<file path="src/rtl/core/ffba_pkg.sv">
package ffba_pkg;

  // heap geometry
  localparam int HEAP_GRANULES = 4096;
  localparam int ADDR_W        = $clog2(HEAP_GRANULES);
  localparam int SIZE_W        = ADDR_W + 1;
  localparam int HDR_W         = SIZE_W + 1;
  localparam int END_W         = ADDR_W + 1;
  localparam int WALK_W        = SIZE_W + 1;
  localparam int FREE_BIT      = SIZE_W;

  typedef logic [ADDR_W-1:0] addr_t;
  typedef logic [SIZE_W-1:0] size_t;
  typedef logic [HDR_W-1:0]  hdr_t;
  typedef logic [END_W-1:0]  end_t;
  typedef logic [WALK_W-1:0] walk_t;

  // request opcodes
  localparam logic OP_ALLOC = 1'b0;
  localparam logic OP_FREE  = 1'b1;

  typedef enum logic [2:0] {
    ST_IDLE,
    ST_WALK,
    ST_APPEND,
    ST_FREE_WR,
    ST_POST
  } ffba_state_t;

  // header memory access from the controller
  typedef struct packed {
    logic  we;
    addr_t waddr;
    hdr_t  wdata;
    logic  re;
    addr_t raddr;
  } ram_req_t;

endpackage

</file>
<file path="src/rtl/core/ffba_if.sv">
interface ffba_req_if;
  logic                 valid;
  logic                 ready;
  logic                 op;
  logic [11:0]          req_size;
  logic [11:0]          free_addr;

  modport source (output valid, output op, output req_size, output free_addr, input ready);
  modport sink   (input valid, input op, input req_size, input free_addr, output ready);
endinterface

interface ffba_rsp_if;
  logic                 valid;
  logic                 ready;
  logic [11:0]          payload_addr;
  logic                 ok;

  modport source (output valid, output payload_addr, output ok, input ready);
  modport sink   (input valid, input payload_addr, input ok, output ready);
endinterface

</file>
<file path="src/rtl/core/ffba_ctrl.sv">
module ffba_ctrl (
  input  logic                clk,
  input  logic                rst,
  ffba_req_if.sink            req,
  ffba_rsp_if.source          rsp,
  output ffba_pkg::ram_req_t  ram,
  input  ffba_pkg::hdr_t      rdata
);

  ffba_pkg::ffba_state_t state, state_next;
  ffba_pkg::addr_t       cur, cur_next;
  ffba_pkg::size_t       need, need_next;
  ffba_pkg::end_t        heap_end, heap_end_next;
  ffba_pkg::addr_t       res_addr, res_addr_next;
  logic                  res_ok, res_ok_next;
  logic                  out_valid;
  ffba_pkg::addr_t       out_addr;
  logic                  out_ok;
  logic                  out_free;

  ffba_pkg::size_t       hdr_sz;
  logic                  hdr_is_free;
  ffba_pkg::walk_t       walk_next;
  ffba_pkg::walk_t       append_end;
  ffba_pkg::addr_t       free_hdr;
  logic                  free_hit;

  assign req.ready     = (state == ffba_pkg::ST_IDLE);
  assign rsp.valid     = out_valid;
  assign rsp.payload_addr = out_addr;
  assign rsp.ok        = out_ok;
  assign out_free      = !out_valid || rsp.ready;

  // header decode and address arithmetic
  assign hdr_sz      = rdata[ffba_pkg::SIZE_W-1:0];
  assign hdr_is_free = rdata[ffba_pkg::FREE_BIT];
  assign walk_next   = ffba_pkg::walk_t'(cur) + ffba_pkg::walk_t'(hdr_sz);
  assign append_end  = ffba_pkg::walk_t'(heap_end) + ffba_pkg::walk_t'(need);
  assign free_hdr    = req.free_addr - ffba_pkg::addr_t'(1);
  assign free_hit    = (req.free_addr != '0) && (ffba_pkg::end_t'(free_hdr) < heap_end);

  // next state, memory requests and result
  always_comb begin
    state_next    = state;
    cur_next      = cur;
    need_next     = need;
    heap_end_next = heap_end;
    res_addr_next = res_addr;
    res_ok_next   = res_ok;
    ram           = '0;

    unique case (state)
      ffba_pkg::ST_IDLE: begin
        if (req.valid) begin
          if (req.op == ffba_pkg::OP_FREE) begin
            cur_next      = free_hdr;
            res_addr_next = '0;
            res_ok_next   = 1'b1;
            if (free_hit) begin
              ram.re     = 1'b1;
              ram.raddr  = free_hdr;
              state_next = ffba_pkg::ST_FREE_WR;
            end else begin
              state_next = ffba_pkg::ST_POST;
            end
          end else if (req.req_size == '0) begin
            res_addr_next = '0;
            res_ok_next   = 1'b0;
            state_next    = ffba_pkg::ST_POST;
          end else begin
            need_next = ffba_pkg::size_t'(req.req_size) + ffba_pkg::size_t'(1);
            cur_next  = '0;
            if (heap_end != '0) begin
              ram.re     = 1'b1;
              ram.raddr  = '0;
              state_next = ffba_pkg::ST_WALK;
            end else begin
              state_next = ffba_pkg::ST_APPEND;
            end
          end
        end
      end

      // one block header per cycle, header at cur is in rdata
      ffba_pkg::ST_WALK: begin
        if (hdr_sz == '0) begin
          state_next = ffba_pkg::ST_APPEND;
        end else if (hdr_is_free && (hdr_sz >= need)) begin
          ram.we        = 1'b1;
          ram.waddr     = cur;
          ram.wdata     = ffba_pkg::hdr_t'(hdr_sz);
          res_addr_next = cur + ffba_pkg::addr_t'(1);
          res_ok_next   = 1'b1;
          state_next    = ffba_pkg::ST_POST;
        end else if (walk_next < ffba_pkg::walk_t'(heap_end)) begin
          cur_next   = walk_next[ffba_pkg::ADDR_W-1:0];
          ram.re     = 1'b1;
          ram.raddr  = walk_next[ffba_pkg::ADDR_W-1:0];
        end else begin
          state_next = ffba_pkg::ST_APPEND;
        end
      end

      // bump the end pointer if the block still fits
      ffba_pkg::ST_APPEND: begin
        if (append_end > ffba_pkg::walk_t'(ffba_pkg::HEAP_GRANULES)) begin
          res_addr_next = '0;
          res_ok_next   = 1'b0;
        end else begin
          ram.we        = 1'b1;
          ram.waddr     = heap_end[ffba_pkg::ADDR_W-1:0];
          ram.wdata     = ffba_pkg::hdr_t'(need);
          res_addr_next = heap_end[ffba_pkg::ADDR_W-1:0] + ffba_pkg::addr_t'(1);
          res_ok_next   = 1'b1;
          heap_end_next = append_end[ffba_pkg::END_W-1:0];
        end
        state_next = ffba_pkg::ST_POST;
      end

      // set the free flag, keep the size bits
      ffba_pkg::ST_FREE_WR: begin
        ram.we     = 1'b1;
        ram.waddr  = cur;
        ram.wdata  = rdata | (ffba_pkg::hdr_t'(1) << ffba_pkg::FREE_BIT);
        state_next = ffba_pkg::ST_POST;
      end

      ffba_pkg::ST_POST: begin
        if (out_free) begin
          state_next = ffba_pkg::ST_IDLE;
        end
      end

      default: begin
        state_next = ffba_pkg::ST_IDLE;
      end
    endcase
  end

  // control and working registers
  always_ff @(posedge clk) begin
    if (rst) begin
      state    <= ffba_pkg::ST_IDLE;
      heap_end <= '0;
    end else begin
      state    <= state_next;
      heap_end <= heap_end_next;
    end
    cur      <= cur_next;
    need     <= need_next;
    res_addr <= res_addr_next;
    res_ok   <= res_ok_next;
  end

  // output register
  always_ff @(posedge clk) begin
    if (rst) begin
      out_valid <= 1'b0;
    end else if ((state == ffba_pkg::ST_POST) && out_free) begin
      out_valid <= 1'b1;
    end else if (rsp.ready) begin
      out_valid <= 1'b0;
    end
    if ((state == ffba_pkg::ST_POST) && out_free) begin
      out_addr <= res_addr;
      out_ok   <= res_ok;
    end
  end

endmodule

</file>
<file path="src/flat_wrapper.sv">
// flat-port wrapper written by rule: the top's interface ports become plain ports
module ffba_ctrl_flat 
  (clk, rst, ram, rdata, req_valid, req_op, req_req_size, req_free_addr, req_ready, rsp_valid, rsp_payload_addr, rsp_ok, rsp_ready);
  ffba_req_if req_i ();
  ffba_rsp_if rsp_i ();
  input  logic clk;
  input  logic rst;
  output ffba_pkg::ram_req_t ram;
  input  ffba_pkg::hdr_t rdata;
  input wire logic [$bits(req_i.valid)-1:0] req_valid;
  input wire logic [$bits(req_i.op)-1:0] req_op;
  input wire logic [$bits(req_i.req_size)-1:0] req_req_size;
  input wire logic [$bits(req_i.free_addr)-1:0] req_free_addr;
  output wire logic [$bits(req_i.ready)-1:0] req_ready;
  output wire logic [$bits(rsp_i.valid)-1:0] rsp_valid;
  output wire logic [$bits(rsp_i.payload_addr)-1:0] rsp_payload_addr;
  output wire logic [$bits(rsp_i.ok)-1:0] rsp_ok;
  input wire logic [$bits(rsp_i.ready)-1:0] rsp_ready;
  assign req_i.valid = req_valid;
  assign req_i.op = req_op;
  assign req_i.req_size = req_req_size;
  assign req_i.free_addr = req_free_addr;
  assign req_ready = req_i.ready;
  assign rsp_valid = rsp_i.valid;
  assign rsp_payload_addr = rsp_i.payload_addr;
  assign rsp_ok = rsp_i.ok;
  assign rsp_i.ready = rsp_ready;
  ffba_ctrl u_core (.clk(clk), .rst(rst), .req(req_i), .rsp(rsp_i), .ram(ram), .rdata(rdata));
endmodule
</file>
<file path="config.mk">
export PLATFORM = sky130hd
export DESIGN_NAME = ffba_ctrl_flat
export DESIGN_NICKNAME = d
export VERILOG_FILES = /design/src/rtl/core/ffba_pkg.sv /design/src/rtl/core/ffba_if.sv /design/src/rtl/core/ffba_ctrl.sv /design/src/flat_wrapper.sv
export SDC_FILE = /design/constraint.sdc
export NUM_CORES = 1
export LEC_CHECK = 0
export ABC_AREA = 1
export BUFFER_PORTS_ARGS = -buffer_cell sky130_fd_sc_hd__buf_2
export CORE_MARGIN = 4
export CORE_UTILIZATION = 50
export CTS_CLUSTER_DIAMETER = 200
export DETAILED_ROUTE_END_ITERATION = 6
export PLACE_DENSITY_LB_ADDON = 0.05
export SKIP_LAST_GASP = 1
export SLEW_MARGIN = 10
export SYNTH_ARGS = -nofsm -noshare
export SYNTH_HDL_FRONTEND = slang
export SYNTH_SLANG_ARGS = --single-unit
</file>
<file path="constraint.sdc">
create_clock -name clk -period 5.9 [get_ports clk]
set_clock_uncertainty 0.15 [all_clocks]
set_input_delay 0 -clock clk [delete_from_list [all_inputs] [get_ports clk]]
set_output_delay 0 -clock clk [all_outputs]
set_load 0.02 [all_outputs]
</file>
==> impl_metrics.yaml, run 1 <==
grt:
  grt_usage_pct: 26.3
  grt_pass1_wl_mm: 30.2
  grt_start_max_net_pins: 39
  antenna_found_initial: 0
  grt_pass1_vias: 5894
  grt_overflow_total: 0
critical_path:
  regToRegSetupSlack_ns: 1.87
  end_kind: "primary output"
  cp.arrival_ns: 4.02
  crit_fanout: 38
  criticalPathCategory: "reg2out"
  crit_path_start_kind: "flip-flop"
  critPathRequiredTime_ns: 5.75
timing:
  holdWs_ns: 0.0580
  finalHoldViolCount: 0
  worstMarginPinSlew_ns: 1.10
  finalSetupTns_ns: 0
  period_share_pct: 70.7
  rsz0062_at_grt: "false"
  finalCriticalPeriod_ns: 4.17
  final_max_slew_viol_count: 0
  relSlewSlack_pct: 26.2
  max_clock_freq_mhz: 240
  setup_viol: 0
logic_synthesis:
  synth_edf_count: 51
  synth_fp_nets: 1048
  synth_area_leaders: "edfxtp_1 24%, nand2_1 14%, ha_1 13%, inv_1 8.6%, nand3_1 6.1%"
  ys_ff_latch: 68
  synth.top_cells.by_count: "250 x nand2_1, 149 x inv_1, 97 x nor2_1"
  synth_cells: 936
  synth_seq_area_share_pct: 28.8
  netlist.area_leader.share_pct: 23.5
  synth.distinct_cells: 40
  synth_top_flop_cell: "edfxtp_1"
  async_flop_share_pct: 0
  syn_area_um2: 6510
  yosysTopAreaCell: "edfxtp_1"
  avgSynthCellArea_um2: 6.95
  synth.most_common_cell: "nand2_1"
  yosysWarnings: 0
hold_path:
  hp-class: "in2reg"
clock_tree:
  cts_tree: "built"
  clk_path_buf_depth: 2
  cts.reportedPaths.clkPinSlew_ns: 0.06
  insertion_delay_ns: 0.34
  cts_resized: 0
  cts_hold_buf: 22
  post_cts_buffers: 0
  ctsHtreeMaxLevel: 3
  clock-sinks: 68
  root_buffer: "clkbuf_16"
  cts_buffers: 9
status:
  status: "complete, no violations"
finish:
  fin_area_um2: 7660
  syn2layout_area_growth_pct: 17.8
  drive_gt1_share_pct: 13.4
  fin_nets: 1165
  final_util_pct: 60.5
  diodes: 0
  n_fill_cell: 1215
drt:
  drt_pre_antenna_iters: 4
  drt_iter0_markers: 457
  wire_per_inst_um: 15.5
  num_vias: 6418
  final_antenna_net_count: 0
  wirelength_mm: 19.1
  avgViaCountPerCell: 5.22
  drc: 0
placement:
  hpwl_mm: 15.6
  port_buffers: 97
  globalplace.congestion: 0.968
  placed_area_um2: 7140
floorplan:
  placeableCoreArea_um2: 12700
  ios: 98
  die_h_um: 122
  die_w_um: 122
  rows: 41
  die_area_um2: 14900
  start_util_pct: 51.3
pwr:
  worst_ir_drop_vdd_v: 0.000269
  p_leak_nw: 3.78
  power_density_nw_per_um2: 463
flow_run:
  cap_violations: 0
-- cells by family (layout without fill, tap and decap cells) --
logic type,Yosys count,count (layout),share of synthesized area [%]
AOI/OAI and AO/OA,120,120,11.9
xor gates and xnor gates,40,40,5.38
adders and majority gates,69,69,13.5
buffers and inverters,169,291,10.3
DFF,68,68,28.8
and+or+nand+nor,470,470,30.2
-- state kept, by name, indices dropped and copies added (netlist names) --
name	flops
u_core.rsp.ok	1
u_core.heap_end	13
u_core.rsp.valid	1
u_core.need	13
u_core.rsp.payload_addr	12
u_core.cur	12
u_core.res_addr	12
u_core.res_ok	1
u_core.state	3
-- final timing paths --
check | to | from | cells past startpoint
hold reg to reg | u_core.rsp.payload_addr[10] | u_core.res_addr[10] | 0
setup / recovery | ram[22] | u_core.need[0] | 14
setup reg to reg | u_core.state[2] | u_core.cur[0] | 18
hold / removal | u_core.cur[9] | req_free_addr[9] | 5
-- per-stage QoR --
step	total power, mW	cells	setup WS, ns
global placement	2.96	1192	2.13
finish	3.54	1230	1.73
global route	3.86	1230	1.38
CTS	3.53	1230	1.77
detailed placement	2.96	1192	2.14
floorplan	2.39	936	2.28
-- routing by layer --
metal / share of wire (%) / vias to the layer above / track usage, % / routed length (um)
met3: 6.4 / 19 / 3.62 / 1220
li1: - / 3296 / - / -
met4: 1.4 / 0 / 5.60 / 261
met2: 46 / 201 / 42.9 / 8690
met5: 0 / - / 0 / 0
met1: 47 / 2902 / 37.2 / 8910
-- cell type report --
class	count	area [um^2]	share of cell area (%)
Clock buffer	9	225	2.94
Clock inverter	7	75.1	0.980
Inverter	151	567	7.40
Multi-Input combinational cell	699	3970	51.8
Sequential cell	68	1870	24.4
Tap cell	172	215	2.81
Timing Repair Buffer	124	743	9.70
-- critical path, stage by stage, from the launching register on --
cell and delay (ns):
edfxtp_1 0.45, ha_1 0.28, fa_1 0.45, nand2_1 0.09, nand2_1 0.09, nand3_1 0.09, nand3b_1 0.08, nand2_1 0.09
nand2_1 0.05, nor2_1 0.08, nand3_1 0.11, o21bai_4 0.51, nand2_2 0.64, o21ai_0 0.45, buf_2 0.23
-- report_power, final --
part	total (mW)	leakage, nW	switching (mW)	internal, mW
clock network	0.542	0.150	0.212	0.330
registers	0.913	0.626	0.154	0.759
logic	2.09	3.01	1.38	0.706
-- layout by cell type (no fill, tap or decap), drive strengths merged, types with 3 or more instances in the layout --
cell,count
nand4,11
nor3,17
clkbuf,9
o21bai,3
a21oi,42
o22ai,19
inv,152
nand3,80
nor2,97
dlygate4sd3,22
edfxtp,51
dfxtp,17
ha,67
xor2,34
xnor2,6
nor4,3
nand2,252
clkinv,5
o21ai,44
o31ai,3
buf,102
nand3b,4
No activity file was read; power rests on OpenSTA's default activity.
==> inputs of run 2 (changes only) <==
==> constraint.sdc (replaced) <==
create_clock -name clk -period 4 [get_ports clk]
set_clock_uncertainty 0.15 [all_clocks]
set_input_delay 0 -clock clk [delete_from_list [all_inputs] [get_ports clk]]
set_output_delay 0 -clock clk [all_outputs]
set_load 0.02 [all_outputs]
==> run 2 against run 1 <==
  * Worst hold slack got worse by 0.0063 ns
  * Setup slack got worse by 1.4 ns
  * Sequential cell count did not move
  * Core utilization rose by 0.52 points
  * Sequential power rose by 45%
==> impl_metrics.yaml, run 2 (same netlist as run 1, synthesis figures left out) <==
clock_tree:
  insertion_delay_ns: 0.35
  cts.reportedPaths.clkPinSlew_ns: 0.06
  root_buffer: "clkbuf_16"
  clk_path_buf_depth: 2
  cts_buffers: 9
  cts_tree: "built"
  ctsHtreeMaxLevel: 3
  clock-sinks: 68
finish:
  final_cell_mix: "250 x nand2_1, 148 x inv_1, 97 x buf_2"
  reg_top3: "u_core.heap_end x13, u_core.need x13"
  diodes: 0
  register_area_um2: 1870
  fin_nets: 1171
  multi_input_area_um2: 3980
  final_common_cell: "nand2_1"
  drive_gt1_share_pct: 14.4
  syn2layout_area_growth_pct: 18.8
  n_fill_cell: 1266
  fin_area_um2: 7730
drt:
  avgViaCountPerCell: 5.23
  wirelength_mm: 19.1
  drt_iter0_markers: 432
  wire_per_inst_um: 15.4
  num_vias: 6462
  drt_pre_antenna_iters: 5
  final_antenna_net_count: 0
  drc: 0
grt:
  grt_usage_pct: 26.5
  grt_start_max_net_pins: 29
  grt_overflow_total: 0
  antenna_found_initial: 0
  grt_pass1_wl_mm: 30.3
  grt_pass1_vias: 5964
timing:
  finalCriticalPeriod_ns: 3.71
  finalSetupTns_ns: 0
  period_share_pct: 92.8
  max_clock_freq_mhz: 269
  rsz0062_at_grt: "false"
  setup_viol: 0
  finalHoldViolCount: 0
  holdWs_ns: 0.0517
  relSlewSlack_pct: 35.6
  worstMarginPinSlew_ns: 0.962
  final_max_slew_viol_count: 0
floorplan:
  placeableCoreArea_um2: 12700
  die_area_um2: 14900
  die_w_um: 122
  ios: 98
  die_h_um: 122
  rows: 41
  start_util_pct: 51.3
flow_run:
  cap_violations: 0
hold_path:
  hold_depth: 6
  hp-class: "in2reg"
critical_path:
  criticalPathCategory: "reg2reg"
  crit_fanout: 5
  crit_top_cell: "nand3_1"
  critPathRequiredTime_ns: 4.08
  end_kind: "flip-flop"
  reg2reg_depth: 19
  cpMaxStageDelayCell: "dlygate4sd3_1"
  crit_path_start_kind: "flip-flop"
  cp.arrival_ns: 3.79
  critical-path-max-stage-delay_ns: 0.55
  crit_path_cell_trace: "ha_1 > inv_1 > o21ai_1 > nand3_1 > nand4_1 > a21oi_1 > o21ai_1 > xor2_1 > ha_1 > nand2_1 > nand2_1 > nand3b_1 > nor2_1 > nand3_1 > nor2_2 > nor2_1 > nand3_1 > a21oi_1 > dlygate4sd3_1"
pwr:
  p_leak_nw: 3.81
  worst_ir_drop_vdd_v: 0.000539
  finalPower_mw: 5.30
  power_density_nw_per_um2: 686
placement:
  port_buffers: 97
  globalplace.congestion: 0.976
  placed_area_um2: 7180
  hpwl_mm: 15.4
status:
  status: "complete, no violations"
run 2: cell types whose count changed in the layout (fill, tap and decap cells not counted), sizes merged:
cell	delta
buf	+7
clkbuf	+2
clkinv	-1
dlygate4sd3	-1
inv	-1
run 2: path summary, 6_finish.rpt:
check | start | endpoint | slack (ns)
setup / recovery | u_core.cur[7] | u_core.state[2] | 0.29
hold / removal | rdata[13] | u_core.state[0] | 0.05
setup reg to reg | u_core.cur[7] | u_core.state[2] | 0.29
hold reg to reg | u_core.res_addr[1] | u_core.rsp.payload_addr[1] | 0.27
run 2: area by class of cell:
cell class / instances / area share [%]
multi-input combinational: 699 / 51.5
sequential: 68 / 24.2
timing repair buffer: 130 / 10.2
inverter: 151 / 7.33
clock buffer: 11 / 3.29
tap: 172 / 2.78
clock inverter: 5 / 0.761
run 2: repair_timing:
| item | in CTS | in global routing |
|---|---|---|
| endpoints found under the setup margin | 0 | 14 |
| hold buffers | 21 | 0 |
| resized for setup | 0 | 10 |
| endpoints found under the hold margin | 19 | 0 |
| buffers inserted | 0 | 2 |
run 2: metrics by stage:
stage	cells	utilization, %	setup WS, ns
global route	1236	61.0	0.0183
finish	1236	61.0	0.287
CTS	1234	60.8	0.138
global placement	1197	56.7	0.613
floorplan	936	-	0.382
detailed placement	1197	56.7	0.547
run 2: metal layers:
| metal | up-vias | GRT usage [%] | part of all wire (%) |
|---|---|---|---|
| li1 | 3314 | - | - |
| met1 | 2921 | 36.9 | 47 |
| met2 | 202 | 41.9 | 45 |
| met3 | 25 | 4.83 | 6.6 |
| met4 | 0 | 7.91 | 1.8 |
| met5 | - | 0 | 0 |
run 2: power by group:
group | leakage, nW | switching (mW) | internal (mW)
sequential | 0.626 | 0.205 | 1.12
clock | 0.155 | 0.316 | 0.522
combinational | 3.03 | 2.06 | 1.08
total | 3.81 | 2.58 | 2.72
run 2: worst max-delay path: cells and delay by family (launching register included):
family | cells | cell delay (ns)
AND/OR/NAND/NOR | 10 | 1.10
adder cells (fa/ha/maj) | 2 | 0.65
buffers and inverters | 2 | 0.63
flip-flops | 1 | 0.44
AO/OA/AOI/OAI | 4 | 0.44
XOR/XNOR | 1 | 0.17
==> inputs of run 3 (changes only) <==
--- a/config.mk
+++ b/config.mk
@@ -5,13 +5,13 @@
 export SDC_FILE = /design/constraint.sdc
 export NUM_CORES = 1
 export LEC_CHECK = 0
-export ABC_AREA = 1
+export ABC_AREA = 0
 export BUFFER_PORTS_ARGS = -buffer_cell sky130_fd_sc_hd__buf_2
 export CORE_MARGIN = 4
 export CORE_UTILIZATION = 50
 export CTS_CLUSTER_DIAMETER = 200
 export DETAILED_ROUTE_END_ITERATION = 6
-export PLACE_DENSITY_LB_ADDON = 0.05
+export PLACE_DENSITY_LB_ADDON = 0.2
 export SKIP_LAST_GASP = 1
 export SLEW_MARGIN = 10
 export SYNTH_ARGS = -nofsm -noshare
==> run 3 against run 2 <==
  * First-iteration DRC count is 18% higher
  * Non-clock buffer count is 52 higher
  * Fmax is 19% lower
  * Wire length is 1.5% lower
  * Sequential cell count stayed put
  * Total power is 20% lower
  * Die area is 9.2% lower
  * Critical path depth is 2 higher
  * Cell count is 22% lower
  * The flow now finishes with violations (negative hold slack, negative setup slack)
  * Via count is 9.4% lower
==> impl_metrics.yaml, run 3 <==
status:
  status: "complete, but fails checks"
  violations: "negative hold slack, negative setup slack"
critical_path:
  end_kind: "primary output"
  criticalPathCategory: "reg2out"
  crit_path_start_kind: "flip-flop"
  cp.arrival_ns: 4.43
  crit_fanout: 6
  critPathRequiredTime_ns: 3.85
finish:
  final_common_cell: "buf_2"
  reg_top3: "u_core.heap_end x13, u_core.need x13"
  drive_gt1_share_pct: 25.8
  multi_input_area_um2: 3890
  n_fill_cell: 904
  diodes: 0
  fin_nets: 934
  final_cells: 970
  final_cell_mix: "84 x buf_2, 64 x inv_1, 64 x ha_1"
  syn2layout_area_growth_pct: 33.3
  register_area_um2: 1870
  fin_area_um2: 7820
logic_synthesis:
  yosysTopAreaCell: "edfxtp_1"
  synth_fp_nets: 762
  ys_ff_latch: 68
  synth_seq_area_share_pct: 31.9
  synth.top_cells.by_count: "67 x ha_1, 64 x inv_1, 51 x edfxtp_1"
  async_flop_share_pct: 0
  synth_top_flop_cell: "edfxtp_1"
  yosysWarnings: 0
  synth.most_common_cell: "ha_1"
  synth_cells: 650
  avgSynthCellArea_um2: 9.03
  synth.distinct_cells: 64
  synth_edf_count: 51
  netlist.area_leader.share_pct: 26.1
  synth_area_leaders: "edfxtp_1 26%, ha_1 14%, xnor2_1 5.8%, dfxtp_1 5.8%, inv_1 4.1%"
  syn_area_um2: 5870
grt:
  grt_util_met2_pct: 45.7
  grt_overflow_total: 0
  use_met1_pct: 34.7
  grt_start_max_net_pins: 39
  grt_usage_pct: 27.6
  grt_pass1_vias: 5619
  grt_pass1_wl_mm: 28.6
  antenna_found_initial: 0
  top_usage_layer: "met2"
  grtUsageMet3_pct: 5.23
pwr:
  p_leak_nw: 3.40
  worst_ir_drop_vdd_v: 0.000355
  power_density_nw_per_um2: 541
clock_tree:
  root_buffer: "clkbuf_16"
  cts_tree: "built"
  cts_buffers: 9
  clock-sinks: 68
  clk_path_buf_depth: 2
  cts.reportedPaths.clkPinSlew_ns: 0.07
  insertion_delay_ns: 0.35
  ctsHtreeMaxLevel: 3
floorplan:
  die_area_um2: 13500
  start_util_pct: 51.2
  rows: 39
  placeableCoreArea_um2: 11500
  ios: 98
  die_w_um: 116
  die_h_um: 116
placement:
  hpwl_mm: 14.1
  globalplace.congestion: 1.03
  placed_area_um2: 6850
  port_buffers: 97
  dp.cells: 910
drt:
  drt_pre_antenna_iters: 7
  num_vias: 5854
  wire_per_inst_um: 19.4
  drt_iter0_markers: 508
  final_antenna_net_count: 0
  drc: 0
  avgViaCountPerCell: 6.04
  wirelength_mm: 18.8
timing:
  worstMarginPinSlew_ns: 0.998
  holdWs_ns: -0.00485
  finalHoldViolCount: 1
  period_share_pct: 115
  setup_viol: 27
  max_clock_freq_mhz: 218
  finalCriticalPeriod_ns: 4.58
  final_max_slew_viol_count: 0
  relSlewSlack_pct: 32.9
  fin_ws_ns: -0.583
  rsz0062_at_grt: "true"
hold_path:
  hp-class: "in2reg"
flow_run:
  cap_violations: 0
## run 3: changes by cell type in the layout (fill, tap and decap cells not counted), sizes merged, moves of 26 or more
| cell | previous run | this run |
|---|---|---|
| a22o | 0 | 26 |
| buf | 109 | 156 |
| nand3 | 80 | 26 |
| nor2 | 97 | 43 |
| xnor2 | 6 | 39 |
| inv | 151 | 68 |
| nand2 | 252 | 45 |
## run 3: layer usage
layer	wire length, um	part of all wire [%]
met1	7650	41
met4	887	4.7
met5	0	0
met3	1380	7.3
met2	8870	47
## run 3: critical path: stages (launching register included)
cell      delay, ns
edfxtp_1       0.41
ha_2           0.22
fa_2           0.34
a21o_1         0.17
a21oi_2        0.14
nor2b_1        0.07
o21a_1         0.21
o41ai_4        0.36
buf_4          0.18
mux2i_1        0.20
nor2_1         0.08
inv_1          0.09
ha_4           0.20
a21oi_2        0.12
nor2b_1        0.06
o21ai_1        0.12
nand3b_1       0.10
a211oi_2       0.33
nand3_2        0.17
buf_6          0.21
o22ai_4        0.16
buf_6          0.14
## run 3: repair_timing
| action | in CTS | in global routing |
|---|---|---|
| buffers inserted | 16 | 2 |
| endpoints found under the setup margin | 27 | 38 |
| resized for setup | 42 | 12 |
| hold endpoints to repair | 35 | 0 |
| pin swaps | 25 | 13 |
| hold buffers | 26 | 0 |
| cloned | 0 | 0 |
## run 3: kinds of logic after synthesis
logic type                 Yosys count  share of synthesized area (%)
buffers and inverters               85                           5.97
AOI/OAI and AO/OA                  170                           20.6
muxes                               11                           1.90
and+or+nand+nor                    187                           15.8
DFF                                 68                           31.9
xor gates and xnor gates            60                           8.96
adders and majority gates           69                           15.0
## run 3: layout make-up
cell class	count	share of cell area, %
clock buffers	9	2.88
clock inverters	7	1.34
inverters	64	3.07
multi-input cells	497	49.8
flip-flops and latches	68	23.9
well taps	143	2.29
repair buffers	182	16.7
## run 3: report_power, final
group	internal (mW)	leakage, nW	total (mW)	switching [mW]
clock network	0.557	0.159	0.897	0.340
registers	0.965	0.625	1.10	0.133
logic	0.994	2.62	2.24	1.25
total	2.52	3.40	4.24	1.72
## run 3: metrics by stage
stage	setup TNS [ns]	total power [mW]	worst slack [ns]	util, %
floorplan	-3.60	2.31	-0.280	-
CTS	-9.66	4.07	-0.417	67.4
detailed placement	-6.29	2.97	-0.325	59.8
global route	-18.53	4.45	-0.756	68.2
finish	-13.86	4.24	-0.583	68.2
global placement	-1.81	2.91	-0.147	59.8
## run 3: path summary, 6_finish.rpt
| path | startpoint | end | slack [ns] | cells after the start |
|---|---|---|---|---|
| min reg2reg | u_core.res_addr[4] | u_core.rsp.payload_addr[4] | 0.27 | 0 |
| max | u_core.cur[0] | ram[10] | -0.58 | 21 |
| max reg2reg | u_core.cur[0] | u_core.cur[0] | -0.54 | 21 |
| min | req_free_addr[8] | u_core.cur[8] | -0.005 | 3 |
